===== src/design/ccsf_pkg.sv =====
// Shared types and constants of the control character strip filter.
`default_nettype none

package ccsf_pkg;

    // Byte and mask types.
    typedef logic [7:0]  t_char;
    typedef logic [63:0] t_mask_word;
    typedef logic [1:0]  t_row;

    // Bytes with a special meaning in the filter.
    localparam t_char COLOUR_BYTE = 8'h03;
    localparam t_char ESCAPE_BYTE = 8'h1B;
    localparam t_char COMMA_BYTE  = 8'h2C;
    localparam t_char DIGIT_LOW   = 8'h30;
    localparam t_char DIGIT_HIGH  = 8'h39;

    // Reset contents of the strip mask: colour and escape bytes in the first row.
    localparam t_mask_word MASK_RESET_ROW0 =
        (64'd1 << COLOUR_BYTE[5:0]) | (64'd1 << ESCAPE_BYTE[5:0]);
    localparam int MASK_ROWS = 4;

    // Colour code parser phase, one-hot.
    typedef enum logic [4:0] {
        PH_NORMAL       = 5'b00001,
        PH_AFTER_COLOUR = 5'b00010,
        PH_FG1          = 5'b00100,
        PH_FG2          = 5'b01000,
        PH_BG1          = 5'b10000
    } t_phase;

    // One result beat.
    typedef struct packed {
        t_char out_char;
        logic  has_char;
        logic  end_of_message;
    } t_result;

    // Up to two results produced by one input beat.
    typedef struct packed {
        logic [1:0] n;
        t_result    r0;
        t_result    r1;
    } t_push;

    // Reset value of one mask row.
    function automatic t_mask_word mask_reset(input t_row row);
        t_mask_word word;
        case (row)
            2'd0:    word = MASK_RESET_ROW0;
            default: word = '0;
        endcase
        return word;
    endfunction

endpackage

`default_nettype wire


===== src/design/ccsf_in_if.sv =====
// Input channel of the strip filter: one message byte per beat.
`default_nettype none

interface ccsf_in_if;
    logic             valid;
    logic             ready;
    ccsf_pkg::t_char  in_char;
    logic             strip_enable;
    logic             last_byte;

    modport source (output valid, output in_char, output strip_enable,
                    output last_byte, input ready);
    modport sink   (input valid, input in_char, input strip_enable,
                    input last_byte, output ready);
endinterface

`default_nettype wire


===== src/design/ccsf_out_if.sv =====
// Output channel of the strip filter: one kept byte or end marker per beat.
`default_nettype none

interface ccsf_out_if;
    logic             valid;
    logic             ready;
    ccsf_pkg::t_char  out_char;
    logic             has_char;
    logic             end_of_message;

    modport source (output valid, output out_char, output has_char,
                    output end_of_message, input ready);
    modport sink   (input valid, input out_char, input has_char,
                    input end_of_message, output ready);
endinterface

`default_nettype wire


===== src/design/ccsf_ram.sv =====
// Generic single-port-write, single-port-read RAM with a registered read.
`default_nettype none

module ccsf_ram #(
    parameter int WIDTH = 64,
    parameter int DEPTH = 4
) (
    input  wire logic                                      i_clk,
    input  wire logic                                      i_wr_en,
    input  wire logic [(DEPTH > 1 ? $clog2(DEPTH) : 1)-1:0] i_wr_addr,
    input  wire logic [WIDTH-1:0]                          i_wr_data,
    input  wire logic [(DEPTH > 1 ? $clog2(DEPTH) : 1)-1:0] i_rd_addr,
    output logic      [WIDTH-1:0]                          o_rd_data
);

    logic [WIDTH-1:0] r_mem [DEPTH];

    // Write port.
    always_ff @(posedge i_clk) begin
        if (i_wr_en) begin
            r_mem[i_wr_addr] <= i_wr_data;
        end
    end

    // Registered read port.
    always_ff @(posedge i_clk) begin
        o_rd_data <= r_mem[i_rd_addr];
    end

endmodule

`default_nettype wire


===== src/design/ccsf_mask_store.sv =====
// Strip mask store: mask RAM with per-row valid bits and reset values.
`default_nettype none

module ccsf_mask_store (
    input  wire logic                  i_clk,
    input  wire logic                  i_rst_n,
    input  wire logic                  i_wr_en,
    input  wire ccsf_pkg::t_row        i_wr_row,
    input  wire ccsf_pkg::t_mask_word  i_wr_data,
    input  wire ccsf_pkg::t_row        i_rd_row,
    output ccsf_pkg::t_mask_word       o_rd_data,
    output logic                       o_comma_strip
);
    import ccsf_pkg::*;

    // Reset contents of the row that holds the comma's strip bit.
    localparam t_mask_word COMMA_ROW_RESET = mask_reset(COMMA_BYTE[7:6]);

    logic [MASK_ROWS-1:0] r_row_valid;
    logic                 r_rd_valid;
    t_row                 r_rd_row;
    t_mask_word           ram_q;

    ccsf_ram #(
        .WIDTH ($bits(t_mask_word)),
        .DEPTH (MASK_ROWS)
    ) u_ram (
        .i_clk     (i_clk),
        .i_wr_en   (i_wr_en),
        .i_wr_addr (i_wr_row),
        .i_wr_data (i_wr_data),
        .i_rd_addr (i_rd_row),
        .o_rd_data (ram_q)
    );

    // A row reads as its reset value until it has been written once.
    always_ff @(posedge i_clk) begin
        if (!i_rst_n) begin
            r_row_valid <= '0;
        end else if (i_wr_en) begin
            r_row_valid[i_wr_row] <= 1'b1;
        end
    end

    // Row valid bit and address travel alongside the RAM read.
    always_ff @(posedge i_clk) begin
        r_rd_valid <= r_row_valid[i_rd_row];
        r_rd_row   <= i_rd_row;
    end

    assign o_rd_data = r_rd_valid ? ram_q : mask_reset(r_rd_row);

    // The comma strip bit is needed at any time, so it is shadowed in a flop.
    always_ff @(posedge i_clk) begin
        if (!i_rst_n) begin
            o_comma_strip <= COMMA_ROW_RESET[COMMA_BYTE[5:0]];
        end else if (i_wr_en && (i_wr_row == COMMA_BYTE[7:6])) begin
            o_comma_strip <= i_wr_data[COMMA_BYTE[5:0]];
        end
    end

endmodule

`default_nettype wire


===== src/design/ccsf_out_queue.sv =====
// Result queue: takes up to two result beats per cycle, issues one while the output side is ready.
`default_nettype none

module ccsf_out_queue #(
    parameter int DEPTH = 8
) (
    input  wire logic                     i_clk,
    input  wire logic                     i_rst_n,
    input  wire ccsf_pkg::t_push          i_push,
    output logic [$clog2(DEPTH+1)-1:0]    o_count,
    ccsf_out_if.source                    o_out
);
    import ccsf_pkg::*;

    localparam int PTR_W = $clog2(DEPTH);
    localparam int CNT_W = $clog2(DEPTH+1);

    t_result            r_mem [DEPTH];
    logic [PTR_W-1:0]   r_head;
    logic [PTR_W-1:0]   r_tail;
    logic [CNT_W-1:0]   r_count;
    logic [PTR_W-1:0]   tail_next;
    logic               pop;

    assign tail_next = r_tail + PTR_W'(1);
    assign pop       = o_out.valid && o_out.ready;

    // Storage writes: first result at the tail, second just after it.
    always_ff @(posedge i_clk) begin
        if (i_push.n != 2'd0) begin
            r_mem[r_tail] <= i_push.r0;
        end
        if (i_push.n == 2'd2) begin
            r_mem[tail_next] <= i_push.r1;
        end
    end

    // Pointers and fill level.
    always_ff @(posedge i_clk) begin
        if (!i_rst_n) begin
            r_head  <= '0;
            r_tail  <= '0;
            r_count <= '0;
        end else begin
            r_tail  <= r_tail + PTR_W'(i_push.n);
            r_head  <= r_head + PTR_W'(pop);
            r_count <= r_count + CNT_W'(i_push.n) - CNT_W'(pop);
        end
    end

    assign o_count              = r_count;
    assign o_out.valid          = (r_count != '0);
    assign o_out.out_char       = r_mem[r_head].out_char;
    assign o_out.has_char       = r_mem[r_head].has_char;
    assign o_out.end_of_message = r_mem[r_head].end_of_message;

    // The fill level never passes the depth.
    a_count_bound: assert property (@(posedge i_clk) disable iff (!i_rst_n)
        r_count <= CNT_W'(DEPTH))
        else $error("result queue fill level beyond depth");

    // Room was reserved upstream, so a push always fits.
    a_push_fits: assert property (@(posedge i_clk) disable iff (!i_rst_n)
        (i_push.n != 2'd0) |->
            ({1'b0, r_count} + (CNT_W+1)'(i_push.n) <= (CNT_W+1)'(DEPTH)))
        else $error("result queue overflow");

endmodule

`default_nettype wire


===== src/design/control_char_strip_filter_core.sv =====
// Top level of the control character strip filter.
// Accepts one message byte per cycle. The byte's mask row is read from a
// four-row mask RAM in the cycle of acceptance; the next cycle looks up the
// strip bit, steps the colour code parser and writes up to two result beats
// into a result queue, from which they are offered on the output. Input is
// taken every cycle while each byte yields at most one result and the output
// side takes a beat each cycle; a byte that yields two results (a released
// comma and a kept byte) puts both into the queue, and the input stalls when
// the queue has no room for two more results beyond those already in flight.
// Mask rows read as their reset values until written, so no clearing pass
// follows reset. The user must write mask words through the configuration
// port only while the filter is idle; the block itself does not enforce it.
`default_nettype none

module control_char_strip_filter_core #(
    parameter int QUEUE_DEPTH = 8   // power of two, at least 4
) (
    input  wire logic                  i_clk,
    input  wire logic                  i_rst_n,
    input  wire logic                  i_cfg_we,
    input  wire ccsf_pkg::t_row        i_cfg_idx,
    input  wire ccsf_pkg::t_mask_word  i_cfg_data,
    ccsf_in_if.sink                    i_in,
    ccsf_out_if.source                 o_out
);
    import ccsf_pkg::*;

    localparam int CNT_W = $clog2(QUEUE_DEPTH+1);

    logic               accept;
    logic [CNT_W-1:0]   q_count;
    logic [CNT_W:0]     room_need;
    t_mask_word         row_bits;
    logic               comma_strip;

    logic               r_s1_valid;
    t_char              r_s1_char;
    logic               r_s1_en;
    logic               r_s1_last;
    t_phase             r_phase;
    logic               r_held;
    t_phase             n_phase;
    logic               n_held;

    logic               strip_c;
    logic               is_digit;
    logic               is_comma;
    logic               plain_keep;
    t_phase             plain_phase;
    logic               pre;
    logic               main;
    logic               post;
    logic               hold_set;
    logic [1:0]         cnt;
    t_push              push;

    // Input handshake: room for the beat in stage one and for this beat.
    assign room_need = {1'b0, q_count} + (CNT_W+1)'(r_s1_valid ? 4 : 2);
    assign i_in.ready = (room_need <= (CNT_W+1)'(QUEUE_DEPTH));
    assign accept     = i_in.valid && i_in.ready;

    ccsf_mask_store u_mask (
        .i_clk         (i_clk),
        .i_rst_n       (i_rst_n),
        .i_wr_en       (i_cfg_we),
        .i_wr_row      (i_cfg_idx),
        .i_wr_data     (i_cfg_data),
        .i_rd_row      (i_in.in_char[7:6]),
        .o_rd_data     (row_bits),
        .o_comma_strip (comma_strip)
    );

    // Stage one holds the byte while its mask row is read.
    always_ff @(posedge i_clk) begin
        if (!i_rst_n) begin
            r_s1_valid <= 1'b0;
        end else begin
            r_s1_valid <= accept;
        end
    end

    always_ff @(posedge i_clk) begin
        if (accept) begin
            r_s1_char <= i_in.in_char;
            r_s1_en   <= i_in.strip_enable;
            r_s1_last <= i_in.last_byte;
        end
    end

    // Byte classification and plain-text handling.
    always_comb begin
        strip_c     = row_bits[r_s1_char[5:0]];
        is_digit    = r_s1_char inside {[DIGIT_LOW:DIGIT_HIGH]};
        is_comma    = (r_s1_char == COMMA_BYTE);
        plain_keep  = !strip_c;
        plain_phase = (strip_c && (r_s1_char == COLOUR_BYTE)) ? PH_AFTER_COLOUR
                                                               : PH_NORMAL;
    end

    // Colour code parser. A comma is released before the byte (pre) or,
    // on the last byte, after a comma that would otherwise be held (post).
    always_comb begin
        pre      = 1'b0;
        main     = 1'b0;
        post     = 1'b0;
        hold_set = 1'b0;
        n_phase  = r_phase;
        n_held   = r_held;
        if (r_s1_valid) begin
            if (!r_s1_en) begin
                pre     = r_held && !comma_strip;
                main    = 1'b1;
                n_held  = 1'b0;
                n_phase = PH_NORMAL;
            end else if (r_held) begin
                n_held = 1'b0;
                if (is_digit) begin
                    n_phase = PH_BG1;
                end else begin
                    pre     = !comma_strip;
                    main    = plain_keep;
                    n_phase = plain_phase;
                end
            end else begin
                case (r_phase)
                    PH_AFTER_COLOUR: begin
                        if (is_digit) begin
                            n_phase = PH_FG1;
                        end else begin
                            main    = plain_keep;
                            n_phase = plain_phase;
                        end
                    end
                    PH_FG1: begin
                        if (is_digit) begin
                            n_phase = PH_FG2;
                        end else if (is_comma) begin
                            hold_set = 1'b1;
                            n_phase  = PH_NORMAL;
                        end else begin
                            main    = plain_keep;
                            n_phase = plain_phase;
                        end
                    end
                    PH_FG2: begin
                        if (is_comma) begin
                            hold_set = 1'b1;
                            n_phase  = PH_NORMAL;
                        end else begin
                            main    = plain_keep;
                            n_phase = plain_phase;
                        end
                    end
                    PH_BG1: begin
                        if (is_digit) begin
                            n_phase = PH_NORMAL;
                        end else begin
                            main    = plain_keep;
                            n_phase = plain_phase;
                        end
                    end
                    default: begin
                        main    = plain_keep;
                        n_phase = plain_phase;
                    end
                endcase
            end
            if (hold_set) begin
                n_held = 1'b1;
            end
            post = r_s1_last && hold_set && !comma_strip;
            if (r_s1_last) begin
                n_phase = PH_NORMAL;
                n_held  = 1'b0;
            end
        end
    end

    // Parser state registers.
    always_ff @(posedge i_clk) begin
        if (!i_rst_n) begin
            r_phase <= PH_NORMAL;
            r_held  <= 1'b0;
        end else begin
            r_phase <= n_phase;
            r_held  <= n_held;
        end
    end

    // Result beats for the queue; an empty end marker when nothing of the last byte is kept.
    always_comb begin
        cnt = {1'b0, pre} + {1'b0, main} + {1'b0, post};
        push.r0.has_char       = (cnt != 2'd0);
        push.r0.out_char       = (cnt == 2'd0) ? '0 :
                                 (pre || !main) ? COMMA_BYTE : r_s1_char;
        push.r0.end_of_message = r_s1_last && (cnt != 2'd2);
        push.r1.has_char       = 1'b1;
        push.r1.out_char       = r_s1_char;
        push.r1.end_of_message = r_s1_last;
        if (!r_s1_valid) begin
            push.n = 2'd0;
        end else if (cnt == 2'd0) begin
            push.n = r_s1_last ? 2'd1 : 2'd0;
        end else begin
            push.n = cnt;
        end
    end

    ccsf_out_queue #(
        .DEPTH (QUEUE_DEPTH)
    ) u_queue (
        .i_clk   (i_clk),
        .i_rst_n (i_rst_n),
        .i_push  (push),
        .o_count (q_count),
        .o_out   (o_out)
    );

    // The last byte of a message leaves the parser in normal text.
    a_last_clears: assert property (@(posedge i_clk) disable iff (!i_rst_n)
        (r_s1_valid && r_s1_last) |=> ((r_phase == PH_NORMAL) && !r_held))
        else $error("parser state not cleared after last byte");

    // With stripping off, no comma is ever held.
    a_off_no_hold: assert property (@(posedge i_clk) disable iff (!i_rst_n)
        (r_s1_valid && !r_s1_en) |=> !r_held)
        else $error("comma held while stripping is off");

    // The last byte always yields at least one result beat.
    a_last_result: assert property (@(posedge i_clk) disable iff (!i_rst_n)
        (r_s1_valid && r_s1_last) |-> (push.n != 2'd0))
        else $error("last byte produced no result");

endmodule

`default_nettype wire

===== src/flat_wrapper.sv =====
// flat-port wrapper written by rule: the top's interface ports become plain ports
module control_char_strip_filter_core_flat import ccsf_pkg::*;
#(
    parameter int QUEUE_DEPTH = 8                              
)
  (i_clk, i_rst_n, i_cfg_we, i_cfg_idx, i_cfg_data, i_in_valid, i_in_in_char, i_in_strip_enable, i_in_last_byte, i_in_ready, o_out_valid, o_out_out_char, o_out_has_char, o_out_end_of_message, o_out_ready);
  ccsf_in_if i_in_i ();
  ccsf_out_if o_out_i ();
  input  wire logic i_clk;
  input  wire logic i_rst_n;
  input  wire logic i_cfg_we;
  input  wire ccsf_pkg::t_row i_cfg_idx;
  input  wire ccsf_pkg::t_mask_word i_cfg_data;
  input wire logic [$bits(i_in_i.valid)-1:0] i_in_valid;
  input wire logic [$bits(i_in_i.in_char)-1:0] i_in_in_char;
  input wire logic [$bits(i_in_i.strip_enable)-1:0] i_in_strip_enable;
  input wire logic [$bits(i_in_i.last_byte)-1:0] i_in_last_byte;
  output wire logic [$bits(i_in_i.ready)-1:0] i_in_ready;
  output wire logic [$bits(o_out_i.valid)-1:0] o_out_valid;
  output wire logic [$bits(o_out_i.out_char)-1:0] o_out_out_char;
  output wire logic [$bits(o_out_i.has_char)-1:0] o_out_has_char;
  output wire logic [$bits(o_out_i.end_of_message)-1:0] o_out_end_of_message;
  input wire logic [$bits(o_out_i.ready)-1:0] o_out_ready;
  assign i_in_i.valid = i_in_valid;
  assign i_in_i.in_char = i_in_in_char;
  assign i_in_i.strip_enable = i_in_strip_enable;
  assign i_in_i.last_byte = i_in_last_byte;
  assign i_in_ready = i_in_i.ready;
  assign o_out_valid = o_out_i.valid;
  assign o_out_out_char = o_out_i.out_char;
  assign o_out_has_char = o_out_i.has_char;
  assign o_out_end_of_message = o_out_i.end_of_message;
  assign o_out_i.ready = o_out_ready;
  control_char_strip_filter_core #(.QUEUE_DEPTH(QUEUE_DEPTH)) u_core (.i_clk(i_clk), .i_rst_n(i_rst_n), .i_cfg_we(i_cfg_we), .i_cfg_idx(i_cfg_idx), .i_cfg_data(i_cfg_data), .i_in(i_in_i), .o_out(o_out_i));
endmodule

===== config.mk =====
export PLATFORM = sky130hd
export DESIGN_NAME = control_char_strip_filter_core_flat
export DESIGN_NICKNAME = d
export VERILOG_FILES = /design/src/design/ccsf_pkg.sv /design/src/design/ccsf_in_if.sv /design/src/design/ccsf_out_if.sv /design/src/design/ccsf_ram.sv /design/src/design/ccsf_mask_store.sv /design/src/design/ccsf_out_queue.sv /design/src/design/control_char_strip_filter_core.sv /design/src/flat_wrapper.sv
export SDC_FILE = /design/constraint.sdc
export NUM_CORES = 1
export LEC_CHECK = 0
export BUFFER_PORTS_ARGS = -buffer_cell sky130_fd_sc_hd__buf_2
export CORE_ASPECT_RATIO = 0.8
export CORE_UTILIZATION = 45
export DETAILED_ROUTE_END_ITERATION = 10
export SLEW_MARGIN = 30
export SYNTH_ARGS = -nofsm -noshare
export SYNTH_HDL_FRONTEND = slang
export SYNTH_SLANG_ARGS = --single-unit

===== constraint.sdc =====
create_clock -name i_clk -period 9.9 [get_ports i_clk]
set_input_delay 0.99 -clock i_clk [delete_from_list [all_inputs] [get_ports i_clk]]
set_output_delay 0.99 -clock i_clk [all_outputs]
set_load 0.02 [all_outputs]

==> summary.md, run 1 <==
| Metric | Value |
|---|---|
| TritonCTS clock tree | done |
| Number of instances in the synthesized netlist | 984 |
| Starting density of the core | 0.4571 |
| Post-Synthesis Net Count | 1,081 |
| EDFF count, synth | 338 |
| Post-synth top area cell | sky130_fd_sc_hd__edfxtp_1 |
| Initial drt markers | 646 |
| Post-layout minimum cycle time | 5.383 ns |
| Cts bufs inserted | 44 |
| Asr flop ratio synth | 0 |
| Ys flop type | sky130_fd_sc_hd__edfxtp_1 |
| Floorplan die area | 0.03850 sq mm |
| Number of instances resized during post-cts repair | 0 |
| DP Wirelength | 21.64 mm |
| Avg Vias per Cell | 5.518 |
| Number of failing setup endpoints in the final timing report | 0 |
| Hold crit path type | reg -> reg |
| Category of the worst setup path launch point | flip-flop |
| Cell chosen for the clock root | sky130_fd_sc_hd__clkbuf_16 |
| H-tree Lvls | 2 |
| Final worst path period share | 0.5438 |
| Peak supply drop | 0.1585 mV |
| Reg clk slew, reported paths | 0.06 ns |
| Total routed wirelength | 34.58 mm |
| Number of I/O pins | 93 |
| Number of maximum-capacitance violations | 0 |
| Final Net Count | 1,177 |
| Std-Cell Rows | 63 |
| Setup TNS Final | 0 ns |
| Warnings from Yosys | 0 |
| Synthesized area divided by synthesized cell count | 17.25 sq um |
| Worst-case clock buffer depth | 3 |
| Die Width | 219.1 um |
| Final Worst Setup Slack | 4.517 ns |
| Congestion Overflow GR | 0 |
| Most common library cells after synthesis | sky130_fd_sc_hd__edfxtp_1, sky130_fd_sc_hd__dfxtp_1, sky130_fd_sc_hd__mux4_2 |
| Fin. Hold Viols | 0 |
| Top post-synthesis cells by area | sky130_fd_sc_hd__edfxtp_1, sky130_fd_sc_hd__mux4_2, sky130_fd_sc_hd__dfxtp_1, sky130_fd_sc_hd__nor2_1, sky130_fd_sc_hd__nor2b_1 |
| First-pass GRT wire length | 53.72 mm |
| Count of antenna-violating nets left after detailed routing | 0 |
| RePlAce Congestion | 0.8705 |
| Setup Slack @ Placement | 4.574 ns |
| Proportion of netlist area held by the largest area contributor | 0.5980 |
| Hold buffers post-CTS | 0 |
| Required time at the worst-slack endpoint | 10.07 ns |
| Worst EP arrival | 5.55 ns |
| Insertion delay of the later-clocked pin in the worst-skew pair | 0.55 ns |
| Post-synthesis sequential area ratio | 0.7124 |
| # Post-CTS Setup Buffers | 0 |
| Leakage | 6.643 nW |
| Number of global-route vias before repair | 8,868 |
| Min Hold Slack | 0.4669 ns |
| Height of the die | 175.7 um |
| Area inside the core boundary | 0.03713 sq mm |
| Unrepaired setup endpoints after global routing | false |
| Highest net fanout along the worst path | 15 |
| Area Growth Syn to Fin | 14.47% |
| Maximum number of pins on one net before global-route repair | 68 |
| Cell area after synthesis | 0.01697 sq mm |
| Relative slew slack | 0.4173 |
| Average routed wire per standard cell | 21.56 um |
| Synthesized flop and latch total | 435 |
| Post-Route Utilization | 0.5233 |
| Detailed-route DRC error count | 0 |
| Quantity of I/O buffers inserted on ports | 92 |
| Distinct cells, synth | 54 |
| Power per Cell Area | 228.8 mW/mm^2 |
| Post-route cell area | 0.01943 sq mm |
| Capturing element type of the critical path | flip-flop |
| Slew at the pin closest to its max-slew limit | 0.8729 ns |
| Aggregate global-route resource usage | 0.1860 |
| Number of antenna violations at the first check in global routing | 5 |
| Maximum operating frequency | 185.8 MHz |
| Most used standard cell by instance count after synthesis | sky130_fd_sc_hd__edfxtp_1 |
| Fraction of layout instances using a drive strength above 1 | 0.2646 |
| Number of pins exceeding their max-slew limit in the final report | 0 |
| Total number of vias | 8,851 |
| Placement Cell Area | 0.01794 sq mm |
| Type of the worst setup path | reg -> reg |
| TritonRoute pass-1 iters | 5 |
| TritonCTS sink count | 435 |
| Outcome | completed |
| Final worst clock skew | 0.02019 ns |
==> through the flow <==
stage | total power, mW | instances
6_report | 4.445 | 1604
3_5_place_dp | 2.816 | 1521
2_1_floorplan | 2.613 | 984
4_1_cts | 4.488 | 1602
5_1_grt | 4.625 | 1602
3_3_place_gp | 2.803 | 1520
==> area by class of cell <==
type                       instances  area [sq um]
antenna                            2         5.005
clock buffer                      60          1222
clock inverter                    21         246.5
fill                            2990         17700
inverter                          17         63.81
multi-input combinational        479          4617
sequential                       435         12090
tap                              487         609.3
timing repair buffer             103         570.5
==> layout by cell type, fill, tap and decap left out, types with 16 or more instances in the layout <==
cell type	Yosys	final
sky130_fd_sc_hd__dfxtp_1	97	95
sky130_fd_sc_hd__nand2_1	35	35
sky130_fd_sc_hd__nor2_1	78	77
sky130_fd_sc_hd__inv_1	16	16
sky130_fd_sc_hd__edfxtp_1	338	338
sky130_fd_sc_hd__clkbuf_16	0	45
sky130_fd_sc_hd__a21oi_1	34	34
sky130_fd_sc_hd__nor2b_1	40	40
sky130_fd_sc_hd__o21ai_0	18	16
sky130_fd_sc_hd__buf_2	4	90
sky130_fd_sc_hd__mux4_2	94	94
==> worst paths after layout <==
path              cells past startpoint  slack [ns]                                 startpoint                                   endpoint
setup / recovery                     10        4.52              u_core.r_s1_char[1]$_DFFE_PP_       u_core.u_queue.r_mem[0][9]$_DFFE_PP_
setup reg to reg                     10        4.52              u_core.r_s1_char[1]$_DFFE_PP_       u_core.u_queue.r_mem[0][9]$_DFFE_PP_
hold reg to reg                       1        0.47  u_core.u_mask.r_row_valid[1]$_SDFFE_PN0P_  u_core.u_mask.r_row_valid[1]$_SDFFE_PN0P_
hold / removal                        1        0.47  u_core.u_mask.r_row_valid[1]$_SDFFE_PN0P_  u_core.u_mask.r_row_valid[1]$_SDFFE_PN0P_
==> state kept, by name, indices dropped and copies added (netlist names), 4 cells and up <==
name                           count
u_core.u_mask.u_ram.r_mem        256
u_core.u_queue.r_mem              80
u_core.u_mask.u_ram.o_rd_data     64
u_core.r_s1_char                   8
u_core.r_phase                     5
u_core.u_mask.r_row_valid          4
u_core.u_queue.o_count             4
==> metal layers <==
metal / up-vias / part of all wire / GRT usage
met5: - / 0.0010 / 0
met4: 6 / 0.021 / 0.05064
li1: 4028 / - / -
met1: 4518 / 0.47 / 0.2801
met3: 58 / 0.061 / 0.03965
met2: 241 / 0.44 / 0.2736
==> report_power, final <==
| group | internal [mW] | switching (mW) |
|---|---|---|
| Clock | 0.999 | 0.674 |
| Combinational | 0.263 | 0.302 |
| Sequential | 2.09 | 0.119 |
==> critical path, stage by stage, from the launching register on <==
cell and delay [ns]:
sky130_fd_sc_hd__edfxtp_1 0.64, sky130_fd_sc_hd__buf_6 0.26, sky130_fd_sc_hd__mux4_2 0.52, sky130_fd_sc_hd__o211a_1 0.22
sky130_fd_sc_hd__a211o_1 0.32, sky130_fd_sc_hd__a32o_2 0.31, sky130_fd_sc_hd__a211o_1 0.33, sky130_fd_sc_hd__fa_1 0.59
sky130_fd_sc_hd__nor2b_1 0.63, sky130_fd_sc_hd__nand3_1 0.39, sky130_fd_sc_hd__o21ai_1 0.76
==> cell families (layout without fill, tap and decap cells) <==
family / count (synthesis) / count (layout) / synth area share
compound gates: 109 / 109 / 0.04467
xor+xnor: 9 / 9 / 0.004645
flops: 435 / 435 / 0.7124
mux: 118 / 118 / 0.1397
other cells: 0 / 2 / 0
fa+ha+maj: 16 / 16 / 0.01356
buf+inv: 70 / 201 / 0.01644
simple gates: 227 / 227 / 0.06856
(Power assumes the default switching activity.)
==> run 2: changes to the inputs <==
==> constraint.sdc (replaced) <==
create_clock -name i_clk -period 4.5 [get_ports i_clk]
set_input_delay 0.45 -clock i_clk [delete_from_list [all_inputs] [get_ports i_clk]]
set_output_delay 0.45 -clock i_clk [all_outputs]
set_load 0.02 [all_outputs]
==> run 2 against run 1 <==
  * Wire length down 0.40%
  * Critical path depth up 4
  * Largest cell class unchanged
  * Critical endpoint is now u_core.u_queue.r_mem[5][4]$_DFFE_PP_
  * Sequential power up 120%
==> summary.md, run 2 (synthesis results as in run 1) <==
| Metric | Value |
|---|---|
| Number of antenna violations at the first check in global routing | 2 (-3) |
| Top cell family by delay on the critical path | compound AO/OA/AOI/OAI gates |
| Maximum number of pins on one net before global-route repair | 67 (-1.5%) |
| Die Width | 219.1 um (unchanged) |
| HP Start | i_in_strip_enable |
| Worst reg2reg path endpoint | u_core.u_queue.r_mem[5][4]$_DFFE_PP_ |
| Final worst clock skew | 0.01723 ns (-0.002968 ns) |
| Fraction of power spent switching nets | 0.2512 (+0.005116) |
| Setup Slack @ Placement | -0.1167 ns (-4.690 ns) |
| Post-layout minimum cycle time | 4.289 ns (-1.094 ns) |
| Combined buffer and inverter count along the critical path | 3 (+2) |
| Worst-case clock buffer depth | 3 (unchanged) |
| Slowest cell on the critical path | sky130_fd_sc_hd__fa_2 |
| Fraction of layout instances using a drive strength above 1 | 0.2851 (+0.02052) |
| Cts bufs inserted | 42 (-4.5%) |
| Registers with the most flip-flops | u_core.u_mask.u_ram.r_mem: 256 flops, u_core.u_queue.r_mem: 80 flops, u_core.u_mask.u_ram.o_rd_data: 64 flops |
| Aggregate global-route resource usage | 0.1863 (+0.0002885) |
| Crit. path cell count | 14 (+4) |
| Net load switching power | 2.367 mW (+120%) |
| Number of I/O pins | 93 (unchanged) |
| Share of total power in the clock network | 0.346 (-0.030) |
| TritonCTS clock tree | done |
| Fill cell count | 3,031 (+1.4%) |
| Number of failing setup endpoints in the final timing report | 0 (unchanged) |
| Leakage | 6.727 nW (+1.3%) |
| Top reg by flops | u_core.u_mask.u_ram.r_mem |
| Min Hold Slack | 0.07439 ns (-0.3926 ns) |
| H-tree Lvls | 2 (unchanged) |
| Launching point of the worst reg2reg path | u_core.r_s1_char[0]$_DFFE_PP_ |
| TritonRoute pass-1 iters | 7 (+2) |
| Final Worst Setup Slack | 0.2107 ns (-4.306 ns) |
| Type of the worst setup path | reg -> reg |
| Maximum operating frequency | 233.1 MHz (+26%) |
| Category of the worst setup path launch point | flip-flop |
| Most common cell after layout, fill and taps aside | sky130_fd_sc_hd__edfxtp_1 |
| Height of the die | 175.7 um (unchanged) |
| Insertion delay of the later-clocked pin in the worst-skew pair | 0.55 ns (about the same) |
| Cell chosen for the clock root | sky130_fd_sc_hd__clkbuf_16 |
| Required time at the worst-slack endpoint | 4.91 ns (-5.16 ns) |
| Unrepaired setup endpoints after global routing | true |
| First-pass GRT wire length | 53.80 mm (+0.14%) |
| Number of global-route vias before repair | 9,084 (+2.4%) |
| Worst path cell trace | buf_12, mux4_2, a41oi_1, o211ai_1, a32o_2, a211o_1, fa_2, nor2b_1, buf_4, nand3_1, nor3_1, buf_4, a21oi_1, nor2_1 |
| Power per Cell Area | 481.6 mW/mm^2 (+110%) |
| Std-Cell Rows | 63 (unchanged) |
| Final Net Count | 1,210 (+2.8%) |
| Number of pins exceeding their max-slew limit in the final report | 0 (unchanged) |
| Timing startpoint of the critical path | u_core.r_s1_char[0]$_DFFE_PP_ |
| Flip-flop count of the largest register after layout | 256 (unchanged) |
| Hold crit path type | in -> reg |
| Avg Vias per Cell | 5.351 (-3.0%) |
| Congestion Overflow GR | 0 (unchanged) |
| Hold path cells | 1 (unchanged) |
| Area inside the core boundary | 0.03713 sq mm (unchanged) |
| Final worst path period share | 0.9532 (+0.4094) |
| Reg clk slew, reported paths | 0.06 ns (about the same) |
| Number of cells traversed by the worst register-to-register path | 14 (+4) |
| Total number of vias | 8,743 (-1.2%) |
| Count of inserted antenna diode cells | 0 (-2) |
| Largest incremental delay on the critical path | 0.61 ns (-0.15 ns) |
| DP Wirelength | 21.98 mm (+1.6%) |
| Starting density of the core | 0.4571 (unchanged) |
| Highest net fanout along the worst path | 14 (-1) |
| Detailed-route DRC error count | 0 (unchanged) |
| Outcome | completed |
| Cell-internal power | 7.058 mW (+110%) |
| Area Growth Syn to Fin | 15.30% |
| Slew at the pin closest to its max-slew limit | 0.8396 ns (-0.03333 ns) |
| Average routed wire per standard cell | 21.08 um (-2.2%) |
| Number of maximum-capacitance violations | 0 (unchanged) |
| Capturing element type of the critical path | flip-flop |
| RePlAce Congestion | 0.8349 (-4.1%) |
| Comb pwr share | 0.145 (+0.018) |
| Count of antenna-violating nets left after detailed routing | 0 (unchanged) |
| Relative slew slack | 0.4403 (+0.02302) |
| End point of the worst hold path | u_core.r_s1_en$_DFFE_PP_ |
| Fin. Hold Viols | 0 (unchanged) |
| Most used cells in the layout excluding fill and tap cells | sky130_fd_sc_hd__edfxtp_1, sky130_fd_sc_hd__dfxtp_1, sky130_fd_sc_hd__mux4_2, sky130_fd_sc_hd__buf_2, sky130_fd_sc_hd__nor2_1 |
| Peak supply drop | 0.3163 mV (+100%) |
| Floorplan die area | 0.03850 sq mm (unchanged) |
| Worst EP arrival | 4.70 ns (-0.85 ns) |
| Most prevalent standard cell on the critical path | sky130_fd_sc_hd__buf_4 |
| Setup TNS Final | 0 ns (unchanged) |
| Reg-to-reg setup timing slack | 0.21 ns (-4.31 ns) |
| TritonCTS sink count | 435 (unchanged) |
| Total routed wirelength | 34.44 mm (-0.40%) |
| Power share of the sequential group | 0.509 (+0.012) |
| Initial drt markers | 553 (-14%) |
| Quantity of I/O buffers inserted on ports | 92 (unchanged) |
run 2: cell type report:
type	count	area, sq um	area share
Multi-Input combinational cell	479	4656	0.2379
Inverter	17	63.81	0.003261
Clock inverter	14	83.83	0.004284
Tap cell	487	609.3	0.03114
Timing Repair Buffer	138	887.1	0.04533
Clock buffer	64	1175	0.06004
Sequential cell	435	12090	0.6180
run 2: power groups by stage:
stage          Clock [mW]  Combinational [mW]  Sequential (mW)
6_report             3.26                1.37             4.80
5_1_grt              3.49                1.50             4.83
4_1_cts              3.33                1.34             4.81
3_5_place_dp            0                1.33             4.89
3_3_place_gp            0                1.32             4.88
2_1_floorplan           0                1.01             4.74
run 2: per-stage QoR:
stage | power, mW | area [sq um] | util | std cells
5_1_grt | 9.826 | 19570 | 0.5271 | 1634
2_1_floorplan | 5.747 | 16980 | - | 984
3_5_place_dp | 6.221 | 18210 | 0.4904 | 1549
4_1_cts | 9.481 | 19470 | 0.5245 | 1627
6_report | 9.425 | 19570 | 0.5271 | 1634
3_3_place_gp | 6.207 | 18170 | 0.4895 | 1548
run 2: how the worst max path moves through the flow:
stage,endpoint,slack (ns)
after floorplan,u_core.u_queue.r_mem[0][0]$_DFFE_PP_,-0.02
after global placement,u_core.u_queue.o_count[2]$_SDFF_PN0_,-0.03
after detailed placement,u_core.u_queue.o_count[2]$_SDFF_PN0_,-0.12
after CTS,u_core.u_queue.o_count[2]$_SDFF_PN0_,0.05
after global routing,u_core.u_queue.r_mem[1][7]$_DFFE_PP_,-0.01
final,u_core.u_queue.r_mem[5][4]$_DFFE_PP_,0.21
run 2: worst reg2reg max path, cell delays in order, from the launching register on:
cell and delay, ns:
sky130_fd_sc_hd__edfxtp_1 0.44, sky130_fd_sc_hd__buf_12 0.20, sky130_fd_sc_hd__mux4_2 0.53, sky130_fd_sc_hd__a41oi_1 0.23
sky130_fd_sc_hd__o211ai_1 0.18, sky130_fd_sc_hd__a32o_2 0.32, sky130_fd_sc_hd__a211o_1 0.34, sky130_fd_sc_hd__fa_2 0.61
sky130_fd_sc_hd__nor2b_1 0.24, sky130_fd_sc_hd__buf_4 0.19, sky130_fd_sc_hd__nand3_1 0.23, sky130_fd_sc_hd__nor3_1 0.30
sky130_fd_sc_hd__buf_4 0.19, sky130_fd_sc_hd__a21oi_1 0.07, sky130_fd_sc_hd__nor2_1 0.10
run 2: timing repair:
| action | CTS | global route |
|---|---|---|
| pin swaps | 0 | 5 |
| buffers inserted | 0 | 6 |
| setup endpoints to repair | 44 | 147 |
| hold buffers | 0 | 0 |
| cloned | 0 | 1 |
| resized for setup | 2 | 12 |
run 2: metal layers:
layer	track usage	part of all wire	vias up
met5	0	0.00087	-
met4	0.04861	0.020	4
met3	0.03481	0.048	54
met2	0.2795	0.45	192
met1	0.2797	0.48	4393
li1	-	-	4100
